--- src/pkpt_ram.sv ---
// generic single-port-write, registered-read ram
`timescale 1ns / 1ps
`default_nettype none
module pkpt_ram #(
  parameter int WIDTH = 8,
  parameter int DEPTH = 16
) (
  input  wire logic                     clk,
  input  wire logic                     we,
  input  wire logic [$clog2(DEPTH)-1:0] waddr,
  input  wire logic [WIDTH-1:0]         wdata,
  input  wire logic [$clog2(DEPTH)-1:0] raddr,
  output logic      [WIDTH-1:0]         rdata
);

  logic [WIDTH-1:0] mem [DEPTH];

  always_ff @(posedge clk) begin
    if (we) begin
      mem[waddr] <= wdata;
    end
    rdata <= mem[raddr];
  end

endmodule
`default_nettype wire

--- config.mk ---
export PLATFORM = sky130hd
export DESIGN_NAME = pkpt_ram
export DESIGN_NICKNAME = d
export VERILOG_FILES = /design/src/pkpt_ram.sv
export SDC_FILE = /design/constraint.sdc
export NUM_CORES = 1
export LEC_CHECK = 0
export ABC_AREA = 1
export BUFFER_PORTS_ARGS = -buffer_cell sky130_fd_sc_hd__clkbuf_2
export CAP_MARGIN = 20
export CORE_AREA = 2 2 111 113
export DETAILED_ROUTE_END_ITERATION = 8
export DIE_AREA = 0 0 113 115
export PLACE_DENSITY = 0.66
export SLEW_MARGIN = 10
export SYNTH_ARGS = -nofsm -noshare
export SYNTH_HDL_FRONTEND = slang
export SYNTH_SLANG_ARGS = --single-unit
--- constraint.sdc ---
create_clock -name clk -period 1.5 [get_ports clk]
set_input_delay 0.225 -clock clk [delete_from_list [all_inputs] [get_ports clk]]
set_output_delay 0.225 -clock clk [all_outputs]
set_load 0.1 [all_outputs]
### Word level (Yosys, flattened, before mapping)

Memories as Yosys holds them, arrays and structs flattened. A register that Yosys moved wholly into a read port is not among the register bits.
Cells that the tools add are included.

* memories kept: 1
* word-level logic and storage cells: 3
* output and inout bits: 8
* bits in writable memories: 128
* input bits: 18
* register bits after elaboration: 0

Memories
* mem: depth 16, width 8, read ports 1, clocked after Yosys merged registers in 1, write ports 1, line 16 `logic [WIDTH-1:0] mem [DEPTH];`

* mux-type cells: 2

Operator list (number)
* 2-to-1 mux 1 bit: 2

### Depth between registers and ports, before layout

Gate-level depths: netlist (run 1).

* word-level depth: 2
* depth in mapped cells: 8
* depth with buffers taken out: 7

### Worst setup path after synthesis (run 1)

No wires, ideal clock.

* path type: input port to flip-flop
* start point: in waddr[2]
* end point: mem mem[10][0], enable pin
* arrival: 0.806 ns
* path slack: 0.324 ns
* stages on the path: 2
* library setup time: 0.370 ns
* path buffers: 0
* cell sequence: nand3b_1 > nor2_1

RTL lines
* from (decl): line 10 `input wire logic [$clog2(DEPTH)-1:0] waddr,`
* to (decl): line 16

No word-level cell before the write port.

### Worst setup path in the final report (run 1)

* start point: reg rdata[3], read port of mem
* end point: out rdata[3]

RTL lines
* from (decl): line 13 `output logic [WIDTH-1:0] rdata`

No word-level cell between the ends.

==> flow_metrics.py, run 1 <==
metrics = {
    "status": {
        "status": "complete, but fails checks",
        "violations": "design-rule violations",
    },
    "cts": {
        "cts_hold_buf": 0,
        "cts_tree": "built",
        "cts-buffers-inserted": 17,
        "clk_pin_slew_ns": 0.06,
        "clk_latency_ns": 0.41,
        "clock-sinks": 136,
        "cts_resized": 0,
        "cts_buffer_depth": 2,
        "root_buffer": "clkbuf_16",
        "postCtsSetupRepairBufs": 0,
        "h-tree-depth": 4,
    },
    "worst_setup_path": {
        "cp-start-kind": "flop",
        "critical_path_buf_inv_count": 1,
        "reg2reg_depth": 6,
        "crit_path_max_incr_delay_ns": 0.46,
        "rr_startpoint": "mem[7][0]",
        "startpoint": "rdata[3]",
        "crit_slowest_cell": "clkbuf_2",
        "cp_cell_sequence": "clkbuf_2",
        "reg2reg_to": "rdata[0]",
        "cp.required_ns": 1.27,
        "end_kind": "output port",
        "cp_max_fo": 1,
        "setup.worst_path.class": "flop to output port",
        "r2r_slack_ns": 0.44,
        "worstPathArrival_ns": 1.21,
        "crit_family": "buffers and inverters",
    },
    "final_layout": {
        "antenna_cells": 0,
        "fillers": 995,
        "final_nets": 614,
        "final_layout_size_suffix_gt1_share_pct": 12.97,
        "synthToLayoutAreaGrowth_pct": 17.10,
        "final_cell_count_no_fill": 756,
    },
    "synthesis": {
        "yosysTopAreaCellShare_pct": 66.65,
        "syn_inst": 551,
        "yosysMostFrequentCell": "nand2_1",
        "ys_async_sr_fraction_pct": 0,
        "seq_area_frac_synth_pct": 69.43,
        "yosys.area.top_type": "edfxtp_1",
        "syn-num-nets": 569,
        "avgSynthCellArea_um2": 10.47,
        "synth_edf_count": 128,
        "synth_area_um2": 5767,
        "ys_types": 12,
        "synth.top_cells.by_area": "edfxtp_1, nand2_1, nand3_1, inv_1, dfxtp_1",
        "yosysWarningCount": 0,
        "ys.flop_type": "edfxtp_1",
        "synth_common_cells": "nand2_1, edfxtp_1, inv_1",
        "synth_seq_cells": 136,
    },
    "power_and_ir_drop": {
        "p_leak_nw": 2.963,
        "power_density_nw_per_um2": 1369,
        "ir_worst_vdd_uv": 722.4,
    },
    "hold_path": {
        "hold_path_end": "rdata[5]",
        "hp-class": "primary input to flop",
        "holdPathStages": 4,
        "hold_path.startpoint": "raddr[2]",
    },
    "placement": {
        "hpwl_um": 7635,
        "place_inst": 724,
        "port-buffer-count": 25,
        "gp_congestion": 0.8549,
    },
    "drt": {
        "final_antenna_net_count": 0,
        "drtPass1Iterations": 7,
        "top_layer": "met4",
        "drc_errors": 1,
        "wl_met2_um": 6093,
        "met1Wirelength_um": 5046,
        "wirelength_um": 12370,
        "wl_per_cell_um": 16.36,
        "drt_iter0_markers": 288,
        "wl_met3_um": 924,
        "viasPerCell": 5.115,
        "vias": 3867,
    },
    "timing": {
        "final_max_slew_viol_count": 0,
        "slew_headroom_pct": 63.94,
        "hold_viol": 0,
        "rsz0062_at_grt": "false",
        "skew_ns": 0.004272,
        "min_period_over_period_pct": 95.83,
        "worst_hold_slack_ns": 0.2218,
        "tns_ns": 0,
        "worst_slew_pin_slew_ns": 0.5432,
        "max_freq_mhz": 695.7,
        "period_minus_slack_ns": 1.437,
        "report.final.setup_viol": 0,
    },
    "die": {
        "die_y_um": 115,
        "fp.coreArea_um2": 11810,
        "fp.dieW_um": 113,
        "ios": 26,
        "initial_core_util_pct": 48.82,
        "fp-row-count": 40,
        "dieArea_um2": 13000,
    },
    "flow_run": {
        "max_cap_violations": 0,
    },
    "global_route": {
        "grt_pass1_wl_um": 19710,
        "grt_pass1_vias": 3831,
        "grt_overflow": 0,
        "track_usage_pct": 20.54,
        "antenna_found_initial": 0,
        "grt_max_degree": 65,
    },
}
[flip-flops by register name, indices dropped and copies added, names as in the netlist]
signal,cells
mem,128
rdata,8
[layout make-up]
class	count	area [um2]	area share (%)
clock inverters	9	147.6	2.186
multi-input cells	289	1214	17.97
inverters	102	382.9	5.670
repair buffers	50	362.8	5.373
flip-flops and latches	136	4004	59.29
clock buffers	23	457.9	6.782
well taps	147	183.9	2.724
[cell families (layout without fill, tap and decap cells)]
group         Yosys count  count (layout)  share of synthesized area [%]
simple gates          289             289                          21.05
flops                 136             136                          69.43
buf+inv               126             184                          9.525
[how the worst max path moves through the flow]
stage | to | depth (start not counted)
5_1_grt | rdata[3] | 1
2_1_floorplan | mem[10][0] | 2
4_1_cts | rdata[3] | 1
6_report | rdata[3] | 1
3_5_place_dp | rdata[6] | 9
3_3_place_gp | rdata[6] | 9
[where the power goes]
group          leakage [nW]  internal [mW]  switching (mW)
logic                  1.44          0.166           0.529
clock network         0.295           2.81            1.46
registers              1.22           4.25          0.0252
[through the flow]
step	power [mW]	util [%]	area, um2	worst slack [ns]
after detailed placement	5.048	52.04	6147	0.1320
final	9.242	57.17	6753	0.06258
after global routing	9.497	57.17	6753	0.01280
after global placement	5.036	52.04	6147	0.1493
after floorplan	4.828	-	5767	0.3242
after CTS	9.286	57.17	6753	0.03077
[routing by layer]
metal	up-vias	GRT usage [%]
li1	1864	-
met1	1823	26.24
met2	159	33.33
met3	21	5.904
met4	0	8.455
met5	-	0
[placed cells by master, fill, tap and decap left out, drive strengths merged]
cell      synthesis  routed
dfxtp             8       8
clkbuf            0      48
nand2           173     173
nand3b            2       2
nand3            97      97
clkinvlp          0       1
edfxtp          128     128
bufinv            0       4
inv             102     102
nor2             17      17
buf              24      25
clkinv            0       4
No activity file was read; power rests on OpenSTA's default activity.
==> run 2, diff against run 1 <==
--- a/config.mk
+++ b/config.mk
@@ -8,9 +8,9 @@
 export ABC_AREA = 1
 export BUFFER_PORTS_ARGS = -buffer_cell sky130_fd_sc_hd__clkbuf_2
 export CAP_MARGIN = 20
-export CORE_AREA = 2 2 111 113
+export CORE_AREA = 2 2 91 137
 export DETAILED_ROUTE_END_ITERATION = 8
-export DIE_AREA = 0 0 113 115
+export DIE_AREA = 0 0 93 139
 export PLACE_DENSITY = 0.66
 export SLEW_MARGIN = 10
 export SYNTH_ARGS = -nofsm -noshare
==> flow_metrics.py, run 2 (synthesis gave the netlist of run 1 again) <==
metrics = {
    "drt": {
        "drt_iter0_markers": 287,
        "wl_per_cell_um": 17.03,
        "wirelength_um": 12960,
        "drc_errors": 0,
        "final_antenna_net_count": 0,
        "viasPerCell": 5.083,
        "drtPass1Iterations": 5,
        "vias": 3868,
    },
    "placement": {
        "port-buffer-count": 25,
        "hpwl_um": 8300,
        "gp_congestion": 0.8515,
    },
    "timing": {
        "report.final.setup_viol": 0,
        "tns_ns": 0,
        "slew_headroom_pct": 63.37,
        "worst_slew_pin_slew_ns": 0.5518,
        "worst_hold_slack_ns": 0.2335,
        "hold_viol": 0,
        "period_minus_slack_ns": 1.469,
        "skew_ns": 0.008428,
        "min_period_over_period_pct": 97.95,
        "final_max_slew_viol_count": 0,
        "max_freq_mhz": 680.6,
        "rsz0062_at_grt": "false",
    },
    "final_layout": {
        "final_cell_mix": "nand2_1, edfxtp_1, inv_1",
        "final_nets": 613,
        "final_layout_size_suffix_gt1_share_pct": 12.99,
        "antenna_cells": 0,
        "reg_top3": "mem: 128 flops, rdata: 8 flops",
        "synthToLayoutAreaGrowth_pct": 17.70,
        "top_register": "mem",
        "layout_commonest_cell": "nand2_1",
        "fillers": 974,
        "largest_register_ffs": 128,
    },
    "global_route": {
        "grt_overflow": 0,
        "track_usage_pct": 21.39,
        "grt_max_degree": 65,
        "grt_pass1_vias": 3899,
        "antenna_found_initial": 0,
        "grt_pass1_wl_um": 20200,
    },
    "worst_setup_path": {
        "startpoint": "rdata[7]",
        "crit_family": "buffers and inverters",
        "cp_cell_sequence": "clkbuf_2",
        "crit_slowest_cell": "clkbuf_2",
        "worstPathArrival_ns": 1.24,
        "end_kind": "output port",
        "cp_max_fo": 1,
        "crit_path_max_incr_delay_ns": 0.47,
        "critical_path_buf_inv_count": 1,
        "rr_startpoint": "mem[5][1]",
        "setup.worst_path.class": "flop to output port",
        "cp.required_ns": 1.27,
        "cp-start-kind": "flop",
    },
    "die": {
        "fp.coreArea_um2": 11770,
        "fp.dieW_um": 93,
        "dieArea_um2": 12930,
        "fp-row-count": 49,
        "die_y_um": 139,
        "initial_core_util_pct": 48.99,
        "ios": 26,
    },
    "power_and_ir_drop": {
        "ir_worst_vdd_uv": 923.0,
        "p_leak_nw": 2.978,
        "power_density_nw_per_um2": 1395,
    },
    "cts": {
        "clk_latency_ns": 0.41,
        "clk_pin_slew_ns": 0.06,
        "h-tree-depth": 4,
        "clock-sinks": 136,
        "cts-buffers-inserted": 17,
        "root_buffer": "clkbuf_16",
        "cts_buffer_depth": 2,
        "cts_tree": "built",
        "postCtsSetupRepairBufs": 0,
    },
    "status": {
        "status": "finished, final reports clean",
    },
    "flow_run": {
        "max_cap_violations": 0,
    },
    "hold_path": {
        "hp-class": "primary input to flop",
        "hold_path.startpoint": "raddr[3]",
    },
}
[run 2: cell types whose count changed in the layout (fill, tap and decap cells not counted), sizes merged]
cell,previous run,this run
bufinv,4,5
clkbuf,48,47
clkinvlp,1,0
[run 2: timing repair]
action / 4_1_cts / 5_1_grt
hold buffers: 0 / 0
cloned: 0 / 0
endpoints found under the setup margin: 1 / 1
resized for setup: 1 / 1
[run 2: routing by layer]
layer | global-route usage (%) | routed length [um] | up-vias
met2 | 38.02 | 7051 | 115
met1 | 24.82 | 5022 | 1873
met5 | 0 | 0 | -
li1 | - | - | 1859
met4 | 7.276 | 317 | 0
met3 | 5.489 | 571 | 21
[run 2: stage by stage]
step | cells | instance area (um2) | util, % | power, mW | setup WS, ns
after floorplan | 551 | 5767 | - | 4.828 | 0.3242
after global placement | 729 | 6147 | 52.22 | 5.051 | 0.2265
after detailed placement | 729 | 6147 | 52.22 | 5.065 | 0.2126
after CTS | 761 | 6788 | 57.66 | 9.507 | 0.007177
after global routing | 761 | 6788 | 57.66 | 9.762 | 0.009859
final | 761 | 6788 | 57.66 | 9.467 | 0.03073
[run 2: layout make-up]
cell class	instances	area, um2	share of cell area (%)
Multi-Input combinational cell	289	1214	17.88
Clock buffer	23	467.9	6.894
Tap cell	153	191.4	2.820
Timing Repair Buffer	49	357.8	5.272
Clock inverter	9	170.2	2.507
Inverter	102	382.9	5.641
Sequential cell	136	4004	58.99
[run 2: report_power, final]
group / total, mW / switching [mW] / internal (mW)
Clock: 4.48 / 1.45 / 3.03
Sequential: 4.28 / 0.0318 / 4.25
Combinational: 0.705 / 0.538 / 0.167
[run 2: final timing paths]
path / end / slack [ns] / cells after the start
hold / removal: rdata[4] / 0.23 / 3
setup reg to reg: rdata[1] / 0.48 / 6
setup / recovery: rdata[7] / 0.03 / 1
hold reg to reg: rdata[4] / 0.66 / 6
[run 2: worst min-delay path, stage by stage]
cell	delay, ns
clkbuf_2	0.20
nand3_1	0.13
nand2_1	0.04
