[src/pkpt_pkg.sv]
// package: shared constants, codes and record types for the probe table
`timescale 1ns / 1ps
`default_nettype none
package pkpt_pkg;

  localparam int DEF_TABLE_DEPTH = 1024;
  localparam int DEF_PROBE_LIMIT = 8;

  localparam int OP_W    = 2;
  localparam int KEY_W   = 64;
  localparam int KIND_W  = 2;
  localparam int NAMES_W = 32;
  localparam int DIM_W   = 16;
  localparam int STAT_W  = 3;
  localparam int COUNT_W = 11;
  localparam int CAP_W   = 4;

  localparam int CAP_LOG2_MIN   = 4;
  localparam int CAP_LOG2_MAX   = 10;
  localparam int CAP_LOG2_RESET = 4;

  localparam logic [31:0] HASH_MULT = 32'h7feb352d;
  localparam int HASH_SHIFT_A = 16;
  localparam int HASH_SHIFT_B = 15;

  localparam logic [OP_W-1:0] OP_INSERT = 2'd0;
  localparam logic [OP_W-1:0] OP_LOOKUP = 2'd1;
  localparam logic [OP_W-1:0] OP_CLEAR  = 2'd2;

  localparam logic [KIND_W-1:0] KIND_NONE = 2'd0;

  localparam logic [STAT_W-1:0] ST_NEW     = 3'd0;
  localparam logic [STAT_W-1:0] ST_UPDATED = 3'd1;
  localparam logic [STAT_W-1:0] ST_SKIPPED = 3'd2;
  localparam logic [STAT_W-1:0] ST_DROPPED = 3'd3;
  localparam logic [STAT_W-1:0] ST_HIT     = 3'd4;
  localparam logic [STAT_W-1:0] ST_MISS    = 3'd5;
  localparam logic [STAT_W-1:0] ST_CLEARED = 3'd6;

  typedef enum logic [4:0] {
    S_SWEEP = 5'b00001,
    S_IDLE  = 5'b00010,
    S_HOME  = 5'b00100,
    S_PROBE = 5'b01000,
    S_DONE  = 5'b10000
  } state_t;

  typedef struct packed {
    logic               valid;
    logic [KEY_W-1:0]   key;
    logic [NAMES_W-1:0] names;
    logic [KIND_W-1:0]  kind;
    logic [DIM_W-1:0]   width;
    logic [DIM_W-1:0]   height;
  } rec_t;

  typedef struct packed {
    logic [STAT_W-1:0]  status;
    logic [KIND_W-1:0]  kind;
    logic [NAMES_W-1:0] names;
    logic [DIM_W-1:0]   width;
    logic [DIM_W-1:0]   height;
    logic [COUNT_W-1:0] count;
  } res_t;

endpackage
`default_nettype wire

[src/pkpt_hash.sv]
// key mixer: xorshift, one registered multiply, xorshift, low address bits only
`timescale 1ns / 1ps
`default_nettype none
module pkpt_hash import pkpt_pkg::*; #(
  parameter int ADDR_W = 10
) (
  input  wire logic              clk,
  input  wire logic              start,
  input  wire logic [KEY_W-1:0]  key,
  output logic      [ADDR_W-1:0] home
);

  // only the low bits that can reach the masked home slot are carried
  localparam int HW = ADDR_W + HASH_SHIFT_B;
  localparam logic [HW-1:0] MULT_LO = HW'(HASH_MULT);

  logic [HW-1:0] mixed;
  logic [HW-1:0] prod_r;

  assign mixed = key[HW-1:0] ^ key[HW+HASH_SHIFT_A-1:HASH_SHIFT_A];

  always_ff @(posedge clk) begin
    if (start) begin
      prod_r <= HW'(mixed * MULT_LO);
    end
  end

  assign home = prod_r[ADDR_W-1:0] ^ prod_r[ADDR_W+HASH_SHIFT_B-1:HASH_SHIFT_B];

endmodule
`default_nettype wire

[config.mk]
export PLATFORM = sky130hd
export DESIGN_NAME = pkpt_hash
export DESIGN_NICKNAME = d
export VERILOG_FILES = /design/src/pkpt_pkg.sv /design/src/pkpt_hash.sv
export SDC_FILE = /design/constraint.sdc
export NUM_CORES = 1
export LEC_CHECK = 0
export BUFFER_PORTS_ARGS = -buffer_cell sky130_fd_sc_hd__buf_2
export CAP_MARGIN = 20
export CORE_MARGIN = 1
export CORE_UTILIZATION = 45
export CTS_BUF_LIST = sky130_fd_sc_hd__clkbuf_8
export CTS_CLUSTER_DIAMETER = 150
export DETAILED_ROUTE_END_ITERATION = 8
export PLACE_DENSITY = 0.7
export SLEW_MARGIN = 20
export SYNTH_ARGS = -nofsm -noshare
export SYNTH_HDL_FRONTEND = slang
export SYNTH_SLANG_ARGS = --single-unit
[constraint.sdc]
create_clock -name clk -period 8.04 [get_ports clk]
set_input_delay 1.608 -clock clk [delete_from_list [all_inputs] [get_ports clk]]
set_output_delay 1.608 -clock clk [all_outputs]
set_load 0.01 [all_outputs]
# Yosys cells after proc, flatten, opt, wreduce, memory -nomap -nowiden
# Index checks and enable logic that the tools add are counted.
# W data, S select, Z words.
[word_totals]
register_bits = 25
input_bits = 66
out_inout_bits = 10
elab_cells = 4
[op_classes]
multipliers = 1
bitwise = 2
[ops]
columns = ["operator", "n"]
rows = [
  ["$mul A25 B22 Y25 const B", 1],
  ["$xor A25 B25 Y25", 1],
  ["$xor A10 B10 Y10", 1],
]

# Longest topological paths before layout
# Gate-level depths: netlist of run 1.
[depth]
ltp_word = 2
ltp_mapped = 23
ltp_nobuf = 23

# Least setup slack after synthesis of run 1
# No wires, ideal clock.
[synth_path]
kind = "input port to flip-flop"
startpoint = "input port key[5]"
endpoint = "register prod_r[23], data pin"
setup_time_ns = 0.258
arrival_ns = 6.720
required_ns = 7.782
setup_slack_ns = 1.062
cell_stages = 23
path_buffers = 0
path_cell_list = "xnor2_1 inv_1 ha_1 inv_1 fa_1 inv_1 ha_1 inv_1 fa_1 inv_1 fa_1 fa_1 inv_1 fa_1 inv_1 ha_1 a21o_1 a21oi_1 nand2_1 o21ai_0 o21ai_0 a31oi_1 xnor2_1"
[synth_between]
elab_chain_len = 2
[synth_rtl]
columns = ["element", "line_no", "rtl"]
rows = [
  ["from (decl)", "pkpt_hash.sv:9", "input wire logic [KEY_W-1:0] key,"],
  ["$xor A25 B25 Y25", "pkpt_hash.sv:20", "assign mixed = key[HW-1:0] ^ key[HW+HASH_SHIFT_A-1:HASH_SHIFT_A];"],
  ["$mul A25 B22 Y25", "pkpt_hash.sv:24", "prod_r <= HW'(mixed * MULT_LO);"],
  ["to (signal assigned)", "pkpt_hash.sv:24", ""],
  ["to (decl)", "pkpt_hash.sv:18", "logic [HW-1:0] prod_r;"],
]
# No other way between the ends.
# A chain may end at the register's enable or synchronous reset.

# Worst setup path after layout of run 1
[layout_path]
startpoint = "input port key[30]"
endpoint = "register prod_r[23], data pin"
# The elaborated chain is that of the path after synthesis.

==> results.toml, run 1 <==
[grt]
grt_start_max_net_pins = 21
grt_use_total_pct = 19.1
overflow_after_grt = 0
initial_antenna_violation_count = 0
first_global_vias = 4485
grt_pass1_wl_um = 21100

[job]
maxCapViolations = 0

[timing]
final.min_clock_period_ps = 7320
tns_ps = 0
finalMaxSlewViolations = 0
slew_headroom_pct = 52.6
achievable-frequency_ghz = 0.137
timing.final.setup_violations = 0
timing.final.hold_violations = 0
rsz0062_at_grt = "false"
final.period_utilization_pct = 91.0
post-route-worst-setup-slack_ps = 721
max_slew.worst_pin.slew_ps = 702

[routing]
routed-via-count = 4131
postRouteAntennaNets = 0
wirelength_um = 12800
drc = 0
drt-pass1-iter-count = 5
drt-initial-drc-count = 106
routed_via_density = 4.73
route.detailed.wl_per_inst_um = 14.7

[clocking]
numCtsBuffers = 3
cts_root_buf = "sky130_fd_sc_hd__clkbuf_8"
cts_tree = "done"
cts_buffer_depth = 2
post-cts-setup-buffers = 0
cts_htree_levels = 1
post_cts.resized_instances = 0
clock_edge_transition_at_the_registers_on_the_reported_setup_and_hold_paths_ps = 60
clkSinkCount = 20
cts.hold.buffers_added = 0

[cells_and_area]
finalNonFillerCells = 873
antenna-diode-count = 0
largest_reg_flops = 20
top_register = "prod_r"
synthToLayoutAreaGrowth_pct = 10.3
finish.net_count = 1000
layout-drive-gt1-share_pct = 10.5
biggest_registers_after_layout = "prod_r (20)"
design_area_um2 = 6900

[worst_setup_path]
cp_slowest_cell = "sky130_fd_sc_hd__fa_1"
timing.critical_path.buf_inv = 8
path_common_cell = "sky130_fd_sc_hd__inv_1"
critPathLaunchType = "primary input"
path_depth = 24
setup.worst_path.end_class = "register"
crit_family = "adder cells"
critical_path_class = "in2reg"
timing.critical_path.required_ps = 8070
arrival_ps = 7350
slowest_delay_ps = 490
cp_max_fo = 5
crit_path_cell_trace = "buf_2 -> xnor2_1 -> inv_1 -> ha_1 -> inv_1 -> fa_1 -> inv_1 -> ha_1 -> inv_1 -> fa_1 -> inv_1 -> fa_1 -> fa_1 -> inv_1 -> fa_1 -> inv_1 -> ha_1 -> a21o_1 -> a21oi_1 -> nand2_1 -> o21ai_0 -> o21ai_0 -> a31oi_1 -> xnor2_1"

[placement]
gp_congestion = 0.968
place.detailed.instances = 870
placed_cell_area_um2 = 6860
pre_cts_ws_ps = 418
io_buffers = 52
post-dp-hpwl_um = 11800

[synthesis]
ys_seq_area_share_pct = 9.59
mappedNetlistArea_um2 = 6260
post_synth_main_area_contributors = "sky130_fd_sc_hd__fa_1, sky130_fd_sc_hd__ha_1, sky130_fd_sc_hd__inv_1"
synthArstFlopShare_pct = 0
synth.most_common_cell = "sky130_fd_sc_hd__inv_1"
ys_top_cells_by_count = "sky130_fd_sc_hd__inv_1, sky130_fd_sc_hd__ha_1, sky130_fd_sc_hd__fa_1"
synth_flop_cell = "sky130_fd_sc_hd__edfxtp_1"
ys_ff_latch = 20
synth_top_area_cell = "sky130_fd_sc_hd__fa_1"
post_synth_num_cell_types = 28
synth_edf_count = 20
syn_area_per_cell_um2 = 10.0
synthesis.nets = 927
yosys_warnings = 0
syn-instance-count = 626
yosys.area.top_type_share_pct = 32.9

[die]
fp.coreArea_um2 = 13400
die_area_um2 = 14400
rows = 42
fp.dieW_um = 120
die_height_um = 120
initial_utilization_pct = 46.7
io_pins = 76

[min_path]
worst_hold_path_type = "in2reg"
hold_worst_path_end = "prod_r[7]"
min_from = "start"
timing.hold.worst_path_depth = 1

[outcome]
run_status = "finished, final reports clean"
how the worst max path moves through the flow:
stage | end | from | slack [ps]
floorplan | prod_r[23] | key[5] | 1060
global placement | prod_r[24] | key[28] | 610
detailed placement | prod_r[23] | key[20] | 420
CTS | prod_r[23] | key[20] | 680
global route | prod_r[23] | key[21] | 480
finish | prod_r[23] | key[30] | 720
cells by family after synthesis:
group                      Yosys count  share of synthesized area (%)
buffers and inverters              225                           13.5
xor gates and xnor gates            81                           11.9
AOI/OAI and AO/OA                   36                           3.56
DFF                                 20                           9.59
adders and majority gates          235                           59.3
and+or+nand+nor                     29                           2.16
layer usage:
| metal | track usage [%] | vias up | wire length (µm) |
|---|---|---|---|
| li1 | - | 2013 | - |
| met1 | 24.3 | 2000 | 5630 |
| met2 | 34.9 | 100 | 6370 |
| met3 | 1.38 | 18 | 487 |
| met4 | 4.61 | 0 | 311 |
| met5 | 0 | - | 0 |
through the flow:
stage          hold slack (ps)  util, %
2_1_floorplan             1720        -
3_3_place_gp              2070     51.2
3_5_place_dp              2080     51.2
4_1_cts                   1820     51.5
5_1_grt                   1830     51.5
6_report                  1820     51.5
cell usage in the layout (no fill, tap or decap), drive strengths merged:
cell type and count:
xnor2 44, a21o 6, nor3 1, inv 225
and3 1, nand2b 2, a31oi 2, ha 132
nand2 7, clkbuf 3, nand3 3, o21ai 8
edfxtp 20, o211a 1, o311ai 1, a21oi 12
buf 68, a211o 1, and2 3, fa 103
a211oi 3, xnor3 2, xor2 35, nor2b 1
nand4 1, nor2 10, a21boi 1, o21a 1
layout make-up:
cell class	count	area [µm²]
clock buffers	3	41.3
fillers	1257	6500
inverters	225	845
multi-input cells	381	4820
flip-flops and latches	20	601
well taps	176	220
repair buffers	68	380
Power of run 1 is left out: the tool's default activity adds up to more than one toggle a clock period on the data nets, which glitch-free logic cannot reach.
==> run 2: changes to the inputs <==
--- a/config.mk
+++ b/config.mk
@@ -9,7 +9,7 @@
 export CAP_MARGIN = 20
 export CORE_MARGIN = 1
 export CORE_UTILIZATION = 45
-export CTS_BUF_LIST = sky130_fd_sc_hd__clkbuf_8
+export CTS_BUF_LIST = sky130_fd_sc_hd__clkbuf_16
 export CTS_CLUSTER_DIAMETER = 150
 export DETAILED_ROUTE_END_ITERATION = 8
 export PLACE_DENSITY = 0.7
==> results.toml, run 2 (same netlist as run 1, synthesis figures left out) <==
[outcome]
run_status = "finished, final reports clean"

[routing]
routed-via-count = 4133
routed_via_density = 4.73
route.detailed.wl_per_inst_um = 14.7
postRouteAntennaNets = 0
drt-pass1-iter-count = 4
drc = 0
drt-initial-drc-count = 125
wirelength_um = 12900

[worst_setup_path]
crit_path_cell_trace = "buf_2 -> xnor2_1 -> inv_1 -> ha_1 -> inv_1 -> fa_1 -> inv_1 -> ha_1 -> inv_1 -> fa_1 -> inv_1 -> fa_1 -> fa_1 -> inv_1 -> fa_1 -> inv_1 -> ha_1 -> a21o_1 -> a21oi_1 -> nand2_1 -> o21ai_0 -> o21ai_0 -> a31oi_1 -> xnor2_1"
timing.critical_path.required_ps = 8070
critPathLaunchType = "primary input"
critical_path_class = "in2reg"
cp_slowest_cell = "sky130_fd_sc_hd__fa_1"
setup.worst_path.end_class = "register"
slowest_delay_ps = 490
arrival_ps = 7340
cp_max_fo = 5
path_common_cell = "sky130_fd_sc_hd__inv_1"

[clocking]
cts.hold.buffers_added = 0
numCtsBuffers = 3
post-cts-setup-buffers = 0
cts_htree_levels = 1
cts_tree = "done"
clkSinkCount = 20
cts_root_buf = "sky130_fd_sc_hd__clkbuf_16"
clock_edge_transition_at_the_registers_on_the_reported_setup_and_hold_paths_ps = 50
cts_buffer_depth = 2
post_cts.resized_instances = 0

[grt]
grt_pass1_wl_um = 21100
overflow_after_grt = 0
grt_use_total_pct = 19.1
grt_start_max_net_pins = 21
first_global_vias = 4492
initial_antenna_violation_count = 0

[timing]
finalMaxSlewViolations = 0
hold-worst-slack_ps = 1820
timing.final.hold_violations = 0
tns_ps = 0
final.min_clock_period_ps = 7320
max_slew.worst_pin.slew_ps = 710
timing.final.setup_violations = 0
rsz0062_at_grt = "false"
achievable-frequency_ghz = 0.137
final.period_utilization_pct = 91.0
slew_headroom_pct = 52.1

[placement]
io_buffers = 52
gp_congestion = 0.968
place.detailed.instances = 870
post-dp-hpwl_um = 11800

[min_path]
min_from = "start"
hold_worst_path_end = "prod_r[22]"
timing.hold.worst_path_depth = 1
worst_hold_path_type = "in2reg"

[die]
io_pins = 76
fp.coreArea_um2 = 13400
die_area_um2 = 14400
initial_utilization_pct = 46.7
fp.dieW_um = 120
die_height_um = 120
rows = 42

[cells_and_area]
layout-drive-gt1-share_pct = 10.5
finish.net_count = 1000
synthToLayoutAreaGrowth_pct = 10.8
layout.cells.most_common_list = "sky130_fd_sc_hd__inv_1, sky130_fd_sc_hd__ha_1, sky130_fd_sc_hd__fa_1, sky130_fd_sc_hd__buf_2, sky130_fd_sc_hd__xnor2_1"
largest_reg_flops = 20
biggest_registers_after_layout = "prod_r (20)"
finalNonFillerCells = 873
antenna-diode-count = 0
final_common_cell = "sky130_fd_sc_hd__inv_1"
filler_cell_count = 1251
top_register = "prod_r"

[job]
maxCapViolations = 0
run 2: cell counts in the layout (fill, tap and decap cells not counted):
Identical to the previous run, type by type.
run 2: how the worst max path moves through the flow:
stage	from	endpoint
2_1_floorplan	key[5]	prod_r[23]
3_3_place_gp	key[28]	prod_r[24]
3_5_place_dp	key[20]	prod_r[23]
4_1_cts	key[20]	prod_r[23]
5_1_grt	key[21]	prod_r[23]
6_report	key[30]	prod_r[23]
run 2: metal layers:
metal / vias to the layer above / routed length [µm] / global-route usage (%)
met5: - / 0 / 0
met4: 0 / 301 / 4.61
met3: 18 / 540 / 1.52
met2: 94 / 6350 / 34.9
met1: 2011 / 5670 / 24.3
li1: 2010 / - / -
run 2: final cells by class:
cell class	count	area (µm²)	share of cell area [%]
flip-flops and latches	20	601	8.66
well taps	176	220	3.17
multi-input cells	381	4820	69.4
repair buffers	68	380	5.48
clock buffers	3	75.1	1.08
inverters	225	845	12.2
run 2: through the flow:
step,util [%],setup slack [ps],instance area [µm²]
floorplan,-,1060,6260
global placement,51.2,614,6860
detailed placement,51.2,418,6860
CTS,51.8,678,6940
global route,51.8,470,6940
finish,51.8,724,6940
run 2: worst max-delay path: cells and delay by family:
| kind | cells | cell delay (ps) |
|---|---|---|
| simple gates | 1 | 120 |
| compound gates | 5 | 1110 |
| buf+inv | 8 | 570 |
| xor+xnor | 2 | 570 |
| fa+ha+maj | 8 | 3360 |
Power of run 2 is left out for the same reason.
